File: src/rtl/crsp_pkg.sv
// ----------------------------------------------------------------------------
// crsp_pkg
// Shared widths and constants for the cable robot step planner.
// ----------------------------------------------------------------------------
package crsp_pkg;
   localparam int COORD_W    = 18;
   localparam int CFG_DIM_W  = 17;
   localparam int SPM_W      = 24;
   localparam int STEP_W     = 21;
   localparam int NUM_CABLES = 4;
   localparam int COORD_FRAC = 4;
   localparam int LEN_FRAC   = 12;
   localparam int SPM_FRAC   = 16;
   localparam int RAD_W      = 64;
   localparam int ROOT_W     = RAD_W / 2;
   localparam int DIFF_W     = COORD_W + 1;
   localparam int ACC_W      = 2 * COORD_W + 2;
   localparam int RAD_SHIFT  = 2 * (LEN_FRAC - COORD_FRAC);
   localparam int MUL_A_W    = ROOT_W;
   localparam int MUL_B_W    = SPM_W;
   localparam int PROD_W     = MUL_A_W + MUL_B_W;
   localparam int SCALE_SH   = LEN_FRAC + SPM_FRAC;
   localparam int MAG_W      = PROD_W - SCALE_SH;

   localparam logic [1:0] REG_FRAME_WIDTH   = 2'd0;
   localparam logic [1:0] REG_FRAME_DEPTH   = 2'd1;
   localparam logic [1:0] REG_PULLEY_HEIGHT = 2'd2;
   localparam logic [1:0] REG_STEPS_PER_MM  = 2'd3;

   localparam logic REQ_SET  = 1'b0;
   localparam logic REQ_MOVE = 1'b1;

   localparam logic [MAG_W-1:0] STEP_MAX_MAG = MAG_W'(1048575);
   localparam logic [MAG_W-1:0] STEP_MIN_MAG = MAG_W'(1048576);
endpackage

File: src/rtl/crsp_isqrt.sv
// ----------------------------------------------------------------------------
// crsp_isqrt
// Iterative integer square root, one result bit per cycle.
// ----------------------------------------------------------------------------
module crsp_isqrt
   import crsp_pkg::*;
(
   input  logic              clock,
   input  logic              reset,
   input  logic              start,
   input  logic [RAD_W-1:0]  radicand,
   output logic              done,
   output logic [ROOT_W-1:0] root
);
   localparam int CNT_W = $clog2(ROOT_W);

   logic [RAD_W-1:0] rem_ff, rem_in;
   logic [RAD_W-1:0] root_ff, root_in;
   logic [RAD_W-1:0] bit_ff, bit_in;
   logic [CNT_W-1:0] cnt_ff, cnt_in;
   logic             busy_ff, busy_in;
   logic             done_ff, done_in;
   logic [RAD_W-1:0] trial;

   assign trial = root_ff + bit_ff;

   always_comb begin
      rem_in  = rem_ff;
      root_in = root_ff;
      bit_in  = bit_ff;
      cnt_in  = cnt_ff;
      busy_in = busy_ff;
      done_in = 1'b0;
      if (start) begin
         rem_in  = radicand;
         root_in = '0;
         bit_in  = {2'b01, {(RAD_W-2){1'b0}}};
         cnt_in  = '0;
         busy_in = 1'b1;
      end else if (busy_ff) begin
         if (rem_ff >= trial) begin
            rem_in  = rem_ff - trial;
            root_in = (root_ff >> 1) + bit_ff;
         end else begin
            root_in = root_ff >> 1;
         end
         bit_in = bit_ff >> 2;
         cnt_in = cnt_ff + 1'b1;
         if (cnt_ff == CNT_W'(ROOT_W - 1)) begin
            busy_in = 1'b0;
            done_in = 1'b1;
         end
      end
   end

   always_ff @(posedge clock) begin
      if (reset) begin
         busy_ff <= 1'b0;
         done_ff <= 1'b0;
         cnt_ff  <= '0;
      end else begin
         busy_ff <= busy_in;
         done_ff <= done_in;
         cnt_ff  <= cnt_in;
      end
      rem_ff  <= rem_in;
      root_ff <= root_in;
      bit_ff  <= bit_in;
   end

   assign done = done_ff;
   assign root = root_ff[ROOT_W-1:0];
endmodule

File: src/rtl/cable_robot_step_planner.sv
// ----------------------------------------------------------------------------
// A move runs eight square roots, two per cable, one after another in the shared root unit.
// Throughput: one request at a time; req_tready stays low until the result
// word is taken. A set request updates the position in S_IDLE and yields no word.
// Reset: synchronous; registers load their defaults and position clears to 0.
// ----------------------------------------------------------------------------
// ----------------------------------------------------------------------------
// cable_robot_step_planner
// Four-cable robot inverse kinematics: per-cable step counts for a move.
// ----------------------------------------------------------------------------
module cable_robot_step_planner
   import crsp_pkg::*;
(
   input  logic              clock,
   input  logic              reset,
   input  logic              req_tvalid,
   output logic              req_tready,
   input  logic [55:0]       req_tdata,   // pos_x, pos_y, pos_z, zero pad
   input  logic              req_tuser,   // req_type
   output logic              rsp_tvalid,
   input  logic              rsp_tready,
   output logic [87:0]       rsp_tdata,   // steps_cable1..4, saturated, zero pad
   input  logic              csr_we,
   input  logic [1:0]        csr_addr,
   input  logic [SPM_W-1:0]  csr_wdata
);
   typedef enum logic [3:0] {
      S_IDLE, S_SQ_OP, S_SQ_MUL, S_SQ_ACC, S_RT_START, S_RT_WAIT,
      S_SC_OP, S_SC_MUL, S_SC_ACC, S_OUT
   } state_type;

   state_type state_ff;

   logic [CFG_DIM_W-1:0] width_ff, depth_ff, height_ff;
   logic [SPM_W-1:0]     spm_ff;
   logic signed [COORD_W-1:0] cur_ff [3];
   logic signed [COORD_W-1:0] new_ff [3];
   logic [1:0]           cable_ff;
   logic                 pass_ff;
   logic [1:0]           axis_ff;
   logic [ACC_W-1:0]     acc_ff;
   logic [ROOT_W-1:0]    len_old_ff, len_new_ff;
   logic [MUL_A_W-1:0]   mul_a_ff;
   logic [MUL_B_W-1:0]   mul_b_ff;
   logic [PROD_W-1:0]    prod_ff;
   logic [STEP_W-1:0]    step_ff [NUM_CABLES];
   logic                 sat_ff;

   logic signed [COORD_W-1:0] pos_sel;
   logic signed [DIFF_W-1:0]  pul_sel, diff;
   logic [DIFF_W-1:0]         diff_abs;
   logic                      rt_start, rt_done;
   logic [ROOT_W-1:0]         rt_root;
   logic [RAD_W-1:0]          radicand;
   logic                      reel_in;
   logic [ROOT_W-1:0]         delta;
   logic [MAG_W-1:0]          mag;

   // pulley coordinate of the current cable and axis
   always_comb begin
      case (axis_ff)
         2'd0: pul_sel = (cable_ff == 2'd2 || cable_ff == 2'd3) ?
                         DIFF_W'(width_ff) : '0;
         2'd1: pul_sel = (cable_ff == 2'd1 || cable_ff == 2'd2) ?
                         DIFF_W'(depth_ff) : '0;
         default: pul_sel = DIFF_W'(height_ff);
      endcase
   end

   assign pos_sel  = pass_ff ? new_ff[axis_ff] : cur_ff[axis_ff];
   assign diff     = DIFF_W'(pos_sel) - pul_sel;
   assign diff_abs = diff[DIFF_W-1] ? DIFF_W'(-diff) : DIFF_W'(diff);
   assign radicand = RAD_W'(acc_ff) << RAD_SHIFT;
   assign rt_start = (state_ff == S_RT_START);
   assign reel_in  = len_old_ff > len_new_ff;
   assign delta    = reel_in ? len_old_ff - len_new_ff : len_new_ff - len_old_ff;
   assign mag      = prod_ff[PROD_W-1:SCALE_SH];

   crsp_isqrt u_isqrt (
      .clock    (clock),
      .reset    (reset),
      .start    (rt_start),
      .radicand (radicand),
      .done     (rt_done),
      .root     (rt_root)
   );

   always_ff @(posedge clock) begin
      if (reset) begin
         state_ff  <= S_IDLE;
         width_ff  <= CFG_DIM_W'(15840);
         depth_ff  <= CFG_DIM_W'(7280);
         height_ff <= CFG_DIM_W'(6400);
         spm_ff    <= SPM_W'(278142);
         cur_ff[0] <= '0;
         cur_ff[1] <= '0;
         cur_ff[2] <= '0;
         cable_ff  <= '0;
         pass_ff   <= 1'b0;
         axis_ff   <= '0;
         sat_ff    <= 1'b0;
      end else begin
         if (csr_we) begin
            case (csr_addr)
               REG_FRAME_WIDTH:   width_ff  <= csr_wdata[CFG_DIM_W-1:0];
               REG_FRAME_DEPTH:   depth_ff  <= csr_wdata[CFG_DIM_W-1:0];
               REG_PULLEY_HEIGHT: height_ff <= csr_wdata[CFG_DIM_W-1:0];
               REG_STEPS_PER_MM:  spm_ff    <= csr_wdata;
               default: ;
            endcase
         end
         case (state_ff)
            S_IDLE: begin
               if (req_tvalid) begin
                  new_ff[0] <= req_tdata[17:0];
                  new_ff[1] <= req_tdata[35:18];
                  new_ff[2] <= req_tdata[53:36];
                  if (req_tuser == REQ_SET) begin
                     cur_ff[0] <= req_tdata[17:0];
                     cur_ff[1] <= req_tdata[35:18];
                     cur_ff[2] <= req_tdata[53:36];
                  end else begin
                     cable_ff <= '0;
                     pass_ff  <= 1'b0;
                     axis_ff  <= '0;
                     acc_ff   <= '0;
                     sat_ff   <= 1'b0;
                     state_ff <= S_SQ_OP;
                  end
               end
            end
            S_SQ_OP: begin
               mul_a_ff <= MUL_A_W'(diff_abs);
               mul_b_ff <= MUL_B_W'(diff_abs);
               state_ff <= S_SQ_MUL;
            end
            S_SQ_MUL: begin
               prod_ff  <= mul_a_ff * mul_b_ff;
               state_ff <= S_SQ_ACC;
            end
            S_SQ_ACC: begin
               acc_ff <= acc_ff + prod_ff[ACC_W-1:0];
               if (axis_ff == 2'd2) begin
                  axis_ff  <= '0;
                  state_ff <= S_RT_START;
               end else begin
                  axis_ff  <= axis_ff + 1'b1;
                  state_ff <= S_SQ_OP;
               end
            end
            S_RT_START: state_ff <= S_RT_WAIT;
            S_RT_WAIT: begin
               if (rt_done) begin
                  acc_ff <= '0;
                  if (pass_ff) begin
                     len_new_ff <= rt_root;
                     pass_ff    <= 1'b0;
                     state_ff   <= S_SC_OP;
                  end else begin
                     len_old_ff <= rt_root;
                     pass_ff    <= 1'b1;
                     state_ff   <= S_SQ_OP;
                  end
               end
            end
            S_SC_OP: begin
               mul_a_ff <= delta;
               mul_b_ff <= spm_ff;
               state_ff <= S_SC_MUL;
            end
            S_SC_MUL: begin
               prod_ff  <= mul_a_ff * mul_b_ff;
               state_ff <= S_SC_ACC;
            end
            S_SC_ACC: begin
               if (reel_in) begin
                  if (mag > STEP_MAX_MAG) begin
                     step_ff[cable_ff] <= STEP_MAX_MAG[STEP_W-1:0];
                     sat_ff <= 1'b1;
                  end else begin
                     step_ff[cable_ff] <= mag[STEP_W-1:0];
                  end
               end else begin
                  if (mag > STEP_MIN_MAG) begin
                     step_ff[cable_ff] <= STEP_W'(-STEP_MIN_MAG);
                     sat_ff <= 1'b1;
                  end else begin
                     step_ff[cable_ff] <= STEP_W'(-mag);
                  end
               end
               if (cable_ff == 2'(NUM_CABLES - 1)) begin
                  state_ff <= S_OUT;
               end else begin
                  cable_ff <= cable_ff + 1'b1;
                  state_ff <= S_SQ_OP;
               end
            end
            S_OUT: begin
               // commit the new position once the word is taken
               if (rsp_tready) begin
                  cur_ff[0] <= new_ff[0];
                  cur_ff[1] <= new_ff[1];
                  cur_ff[2] <= new_ff[2];
                  state_ff  <= S_IDLE;
               end
            end
            default: state_ff <= S_IDLE;
         endcase
      end
   end

   assign req_tready = (state_ff == S_IDLE);
   assign rsp_tvalid = (state_ff == S_OUT);
   assign rsp_tdata  = {3'b000, sat_ff, step_ff[3], step_ff[2], step_ff[1], step_ff[0]};
endmodule

File: config.mk
export PLATFORM = sky130hd
export DESIGN_NAME = cable_robot_step_planner
export DESIGN_NICKNAME = d
export VERILOG_FILES = /design/src/rtl/crsp_pkg.sv /design/src/rtl/crsp_isqrt.sv /design/src/rtl/cable_robot_step_planner.sv
export SDC_FILE = /design/constraint.sdc
export NUM_CORES = 2
export LEC_CHECK = 0
export BUFFER_PORTS_ARGS = -buffer_cell sky130_fd_sc_hd__buf_2
export CAP_MARGIN = 30
export CORE_ASPECT_RATIO = 0.8
export CORE_UTILIZATION = 35
export DETAILED_ROUTE_END_ITERATION = 8
export GPL_ROUTABILITY_DRIVEN = 0
export HOLD_SLACK_MARGIN = 0.02
export PLACE_DENSITY = 0.6
export SYNTH_ARGS = -nofsm -noshare
export SYNTH_HDL_FRONTEND = slang
export SYNTH_HIERARCHICAL = 1
export SYNTH_SLANG_ARGS = --single-unit
File: constraint.sdc
create_clock -name clock -period 13.95 [get_ports clock]
set_input_delay 1.395 -clock clock [delete_from_list [all_inputs] [get_ports clock]]
set_output_delay 1.395 -clock clock [all_outputs]
set_load 0.02 [all_outputs]
==> qor.txt <==
Status: finished clean
CTS Buffer Depth: 3
Hold buffer count at cts: 0
Setup Viol. Count Final: 0
Fin Clk Skew: 0.07485 ns
Worst stage delay on the critical path: 0.95 ns
Global-route wire length before repair: 297.8 mm
Number of vias per cell: 5.349
Worst Setup Start Kind: flop
FMAX: 125.2 MHz
GR Util met2: 28.90%
Top cell type's share of synthesized area: 21.33%
Crit-path slowest cell: nor4b_1
H-tree depth: 3
Postcts setup bufs: 0
Hold Crit Start: spm_ff[21]
Pre-antenna DRT Iters: 8
Final instance area: 72300 µm²
Synth Area per Inst: 9.190 µm²
Crit path required time: 14.26 ns
Asr flop ratio synth: 0%
Drt initial violations: 4656
Sink Count: 660
R2R cell count: 22
P&R area growth vs syn: 9.272%
Core area: 187400 µm²
Initial antenna violation count: 22
Yosys warning total: 6
Post-synthesis register bit count: 660
M3 GR Usage: 4.003%
TNS Setup: 0 ns
Tmin final: 7.986 ns
Root Buffer: clkbuf_16
Pin count of the biggest net entering global routing: 90
CTS tree: yes
Synth area leader: edfxtp_1
WHS Path Cells: 2
Initial Util: 35.30%
Reg2reg setup slack: 5.96 ns
Crit-path max FO: 44
Filler Cells Inserted: 18.63k
CP Class: reg -> reg
FF-to-FF End: u_isqrt/rem_ff[62]
Worst r2r src: u_isqrt/root_ff[4]
Die Span X: 488.1 µm
Worst EP arrival: 8.30 ns
Max-Cap Viols: 0
Synth area leaders: edfxtp_1, fa_1, ha_1
GR peak layer: met1
Post-Syn Area: 66170 µm²
Die area: 190800 µm²
Port Buffers: 172
Layout cell share with drive strength beyond 1: 7.448%
Drt total wl: 188.6 mm
Final core occ: 38.57%
Post-synth EDFFs: 470
Num rows: 142
Top post-synthesis cells by count: inv_1, nand2_1, fa_1
Slew margin rel.: 24.52%
Die Ht: 390.9 µm
Final number of max-transition violations: 0
Most used DFF post-synth: edfxtp_1
Met1 Track Usage GR: 29.94%
DRC: 0
Post-synthesis cell count: 7200
Clk slew on worst S/H paths: 0.06 ns
Total GRT Usage: 19.77%
Num CTS Buffers: 74
Clock Latency Late Sink: 0.72 ns
Dpl cell area: 69550 µm²
Final hold vios: 0
Crit-path cells: ha_1 -> a211oi_1 -> a211oi_1 -> a211oi_1 -> buf_4 -> nor4b_1 -> o21ai_0 -> a211o_1 -> nand2_1 -> a21o_1 -> xnor2_1 -> ha_1 -> inv_2 -> nor3_1 -> nor3b_2 -> and3_1 -> a221oi_1 -> a2111oi_4 -> buf_4 -> o21ai_4 -> o21ai_4 -> buf_4
Unique masters post-synth: 99
Worst Hold Class: reg -> reg
RSZ-0062 raised after global routing: no
Register Area: 17920 µm²
Final ANT Viol Nets: 0
Via count: 52.18k
Crit end category: flop
Wire per inst: 19.33 µm
Dpl hpwl: 143.8 mm
Vias in the first global route: 51.33k
Post_cts resized: 0
Period utilization: 57.25%
Most common cell in the synthesized netlist: inv_1
Worst-margin pin slew: 1.116 ns
Sink of the worst hold path: spm_ff[21]
Seq/Total Area, Yosys: 27.08%
# nets final: 8349
Io pins: 178
Area of the multi-input gates: 43320 µm²
Grt total ovfl: 0
==> placed cells by master (no fill, tap or decap), drive strengths merged, types with 112 or more instances in the layout <==
cell | synthesis | final
a21o | 119 | 119
a21oi | 407 | 407
and2 | 461 | 461
buf | 78 | 280
dfxtp | 190 | 190
edfxtp | 470 | 470
fa | 663 | 663
ha | 437 | 437
inv | 882 | 892
nand2 | 867 | 867
nand3 | 112 | 112
nor2 | 427 | 427
o21ai | 283 | 283
xnor2 | 137 | 137
xor2 | 124 | 124
==> cell type report <==
| class | instances | area share [%] |
|---|---|---|
| clock buffer | 88 | 2.748 |
| inverter | 883 | 4.584 |
| clock inverter | 50 | 0.9570 |
| sequential | 660 | 24.79 |
| multi-input combinational | 5262 | 59.92 |
| tap | 2520 | 4.361 |
| timing repair buffer | 280 | 2.594 |
| antenna | 13 | 0.04499 |
==> worst max-delay path by stage <==
stage	cells past startpoint	slack, ns	to	start
6_report	22	5.96	u_isqrt/rem_ff[62]	u_isqrt/root_ff[4]
5_1_grt	22	5.52	u_isqrt/rem_ff[62]	u_isqrt/root_ff[4]
4_1_cts	23	5.90	prod_ff[48]	mul_a_ff[17]
3_5_place_dp	23	6.00	prod_ff[48]	mul_a_ff[17]
3_3_place_gp	23	5.95	prod_ff[48]	mul_a_ff[19]
2_1_floorplan	21	4.20	u_isqrt/rem_ff[0]	u_isqrt/root_ff[4]
==> routing by layer <==
| layer | part of all wire, % | wire (µm) |
|---|---|---|
| met3 | 9.0 | 17040 |
| met2 | 42 | 79270 |
| met4 | 1.7 | 3253 |
| met5 | 0.066 | 125 |
| met1 | 47 | 88910 |
==> sequential cells by signal, indices dropped and copies added, names as in the netlist, 2 cells and up, named ones only <==
name,count
acc_ff,38
axis_ff,2
cable_ff,2
cur_ff,54
depth_ff,17
height_ff,17
len_new_ff,32
len_old_ff,32
mul_a_ff,32
mul_b_ff,24
new_ff,54
prod_ff,56
spm_ff,24
state_ff,4
step_ff,84
u_isqrt/bit_ff,32
u_isqrt/cnt_ff,5
u_isqrt/rem_ff,64
u_isqrt/root_ff,64
width_ff,17
==> through the flow <==
step | setup slack (ns) | hold WS (ns) | cells
floorplan | 4.195 | 0.4317 | 7228
global placement | 5.952 | 0.4414 | 9588
detailed placement | 5.999 | 0.4467 | 9603
CTS | 5.903 | 0.4552 | 9741
global route | 5.523 | 0.4660 | 9748
finish | 5.964 | 0.4540 | 9756
==> cells by family (layout without fill, tap and decap cells) <==
logic type | Yosys count | count (layout) | synth area share [%]
xor+xnor | 261 | 261 | 3.455
simple gates | 2283 | 2283 | 16.57
mux | 123 | 123 | 2.231
compound gates | 1466 | 1466 | 14.62
buf+inv | 1306 | 1301 | 7.723
flops | 660 | 660 | 27.08
fa+ha+maj | 1100 | 1100 | 28.32
other cells | 1 | 42 | 0.005668
==> critical path, delay by kind of cell (launching register included) <==
family	cells	cell delay (ns)
buffers and inverters	4	1.33
DFF	1	0.43
and+or+nand+nor	5	1.81
adders and majority gates	2	0.93
AOI/OAI and AO/OA	10	2.90
xor gates and xnor gates	1	0.13
Power is not shown: default switching activity piles up to over one toggle a cycle in this logic, so the estimate is an artifact.
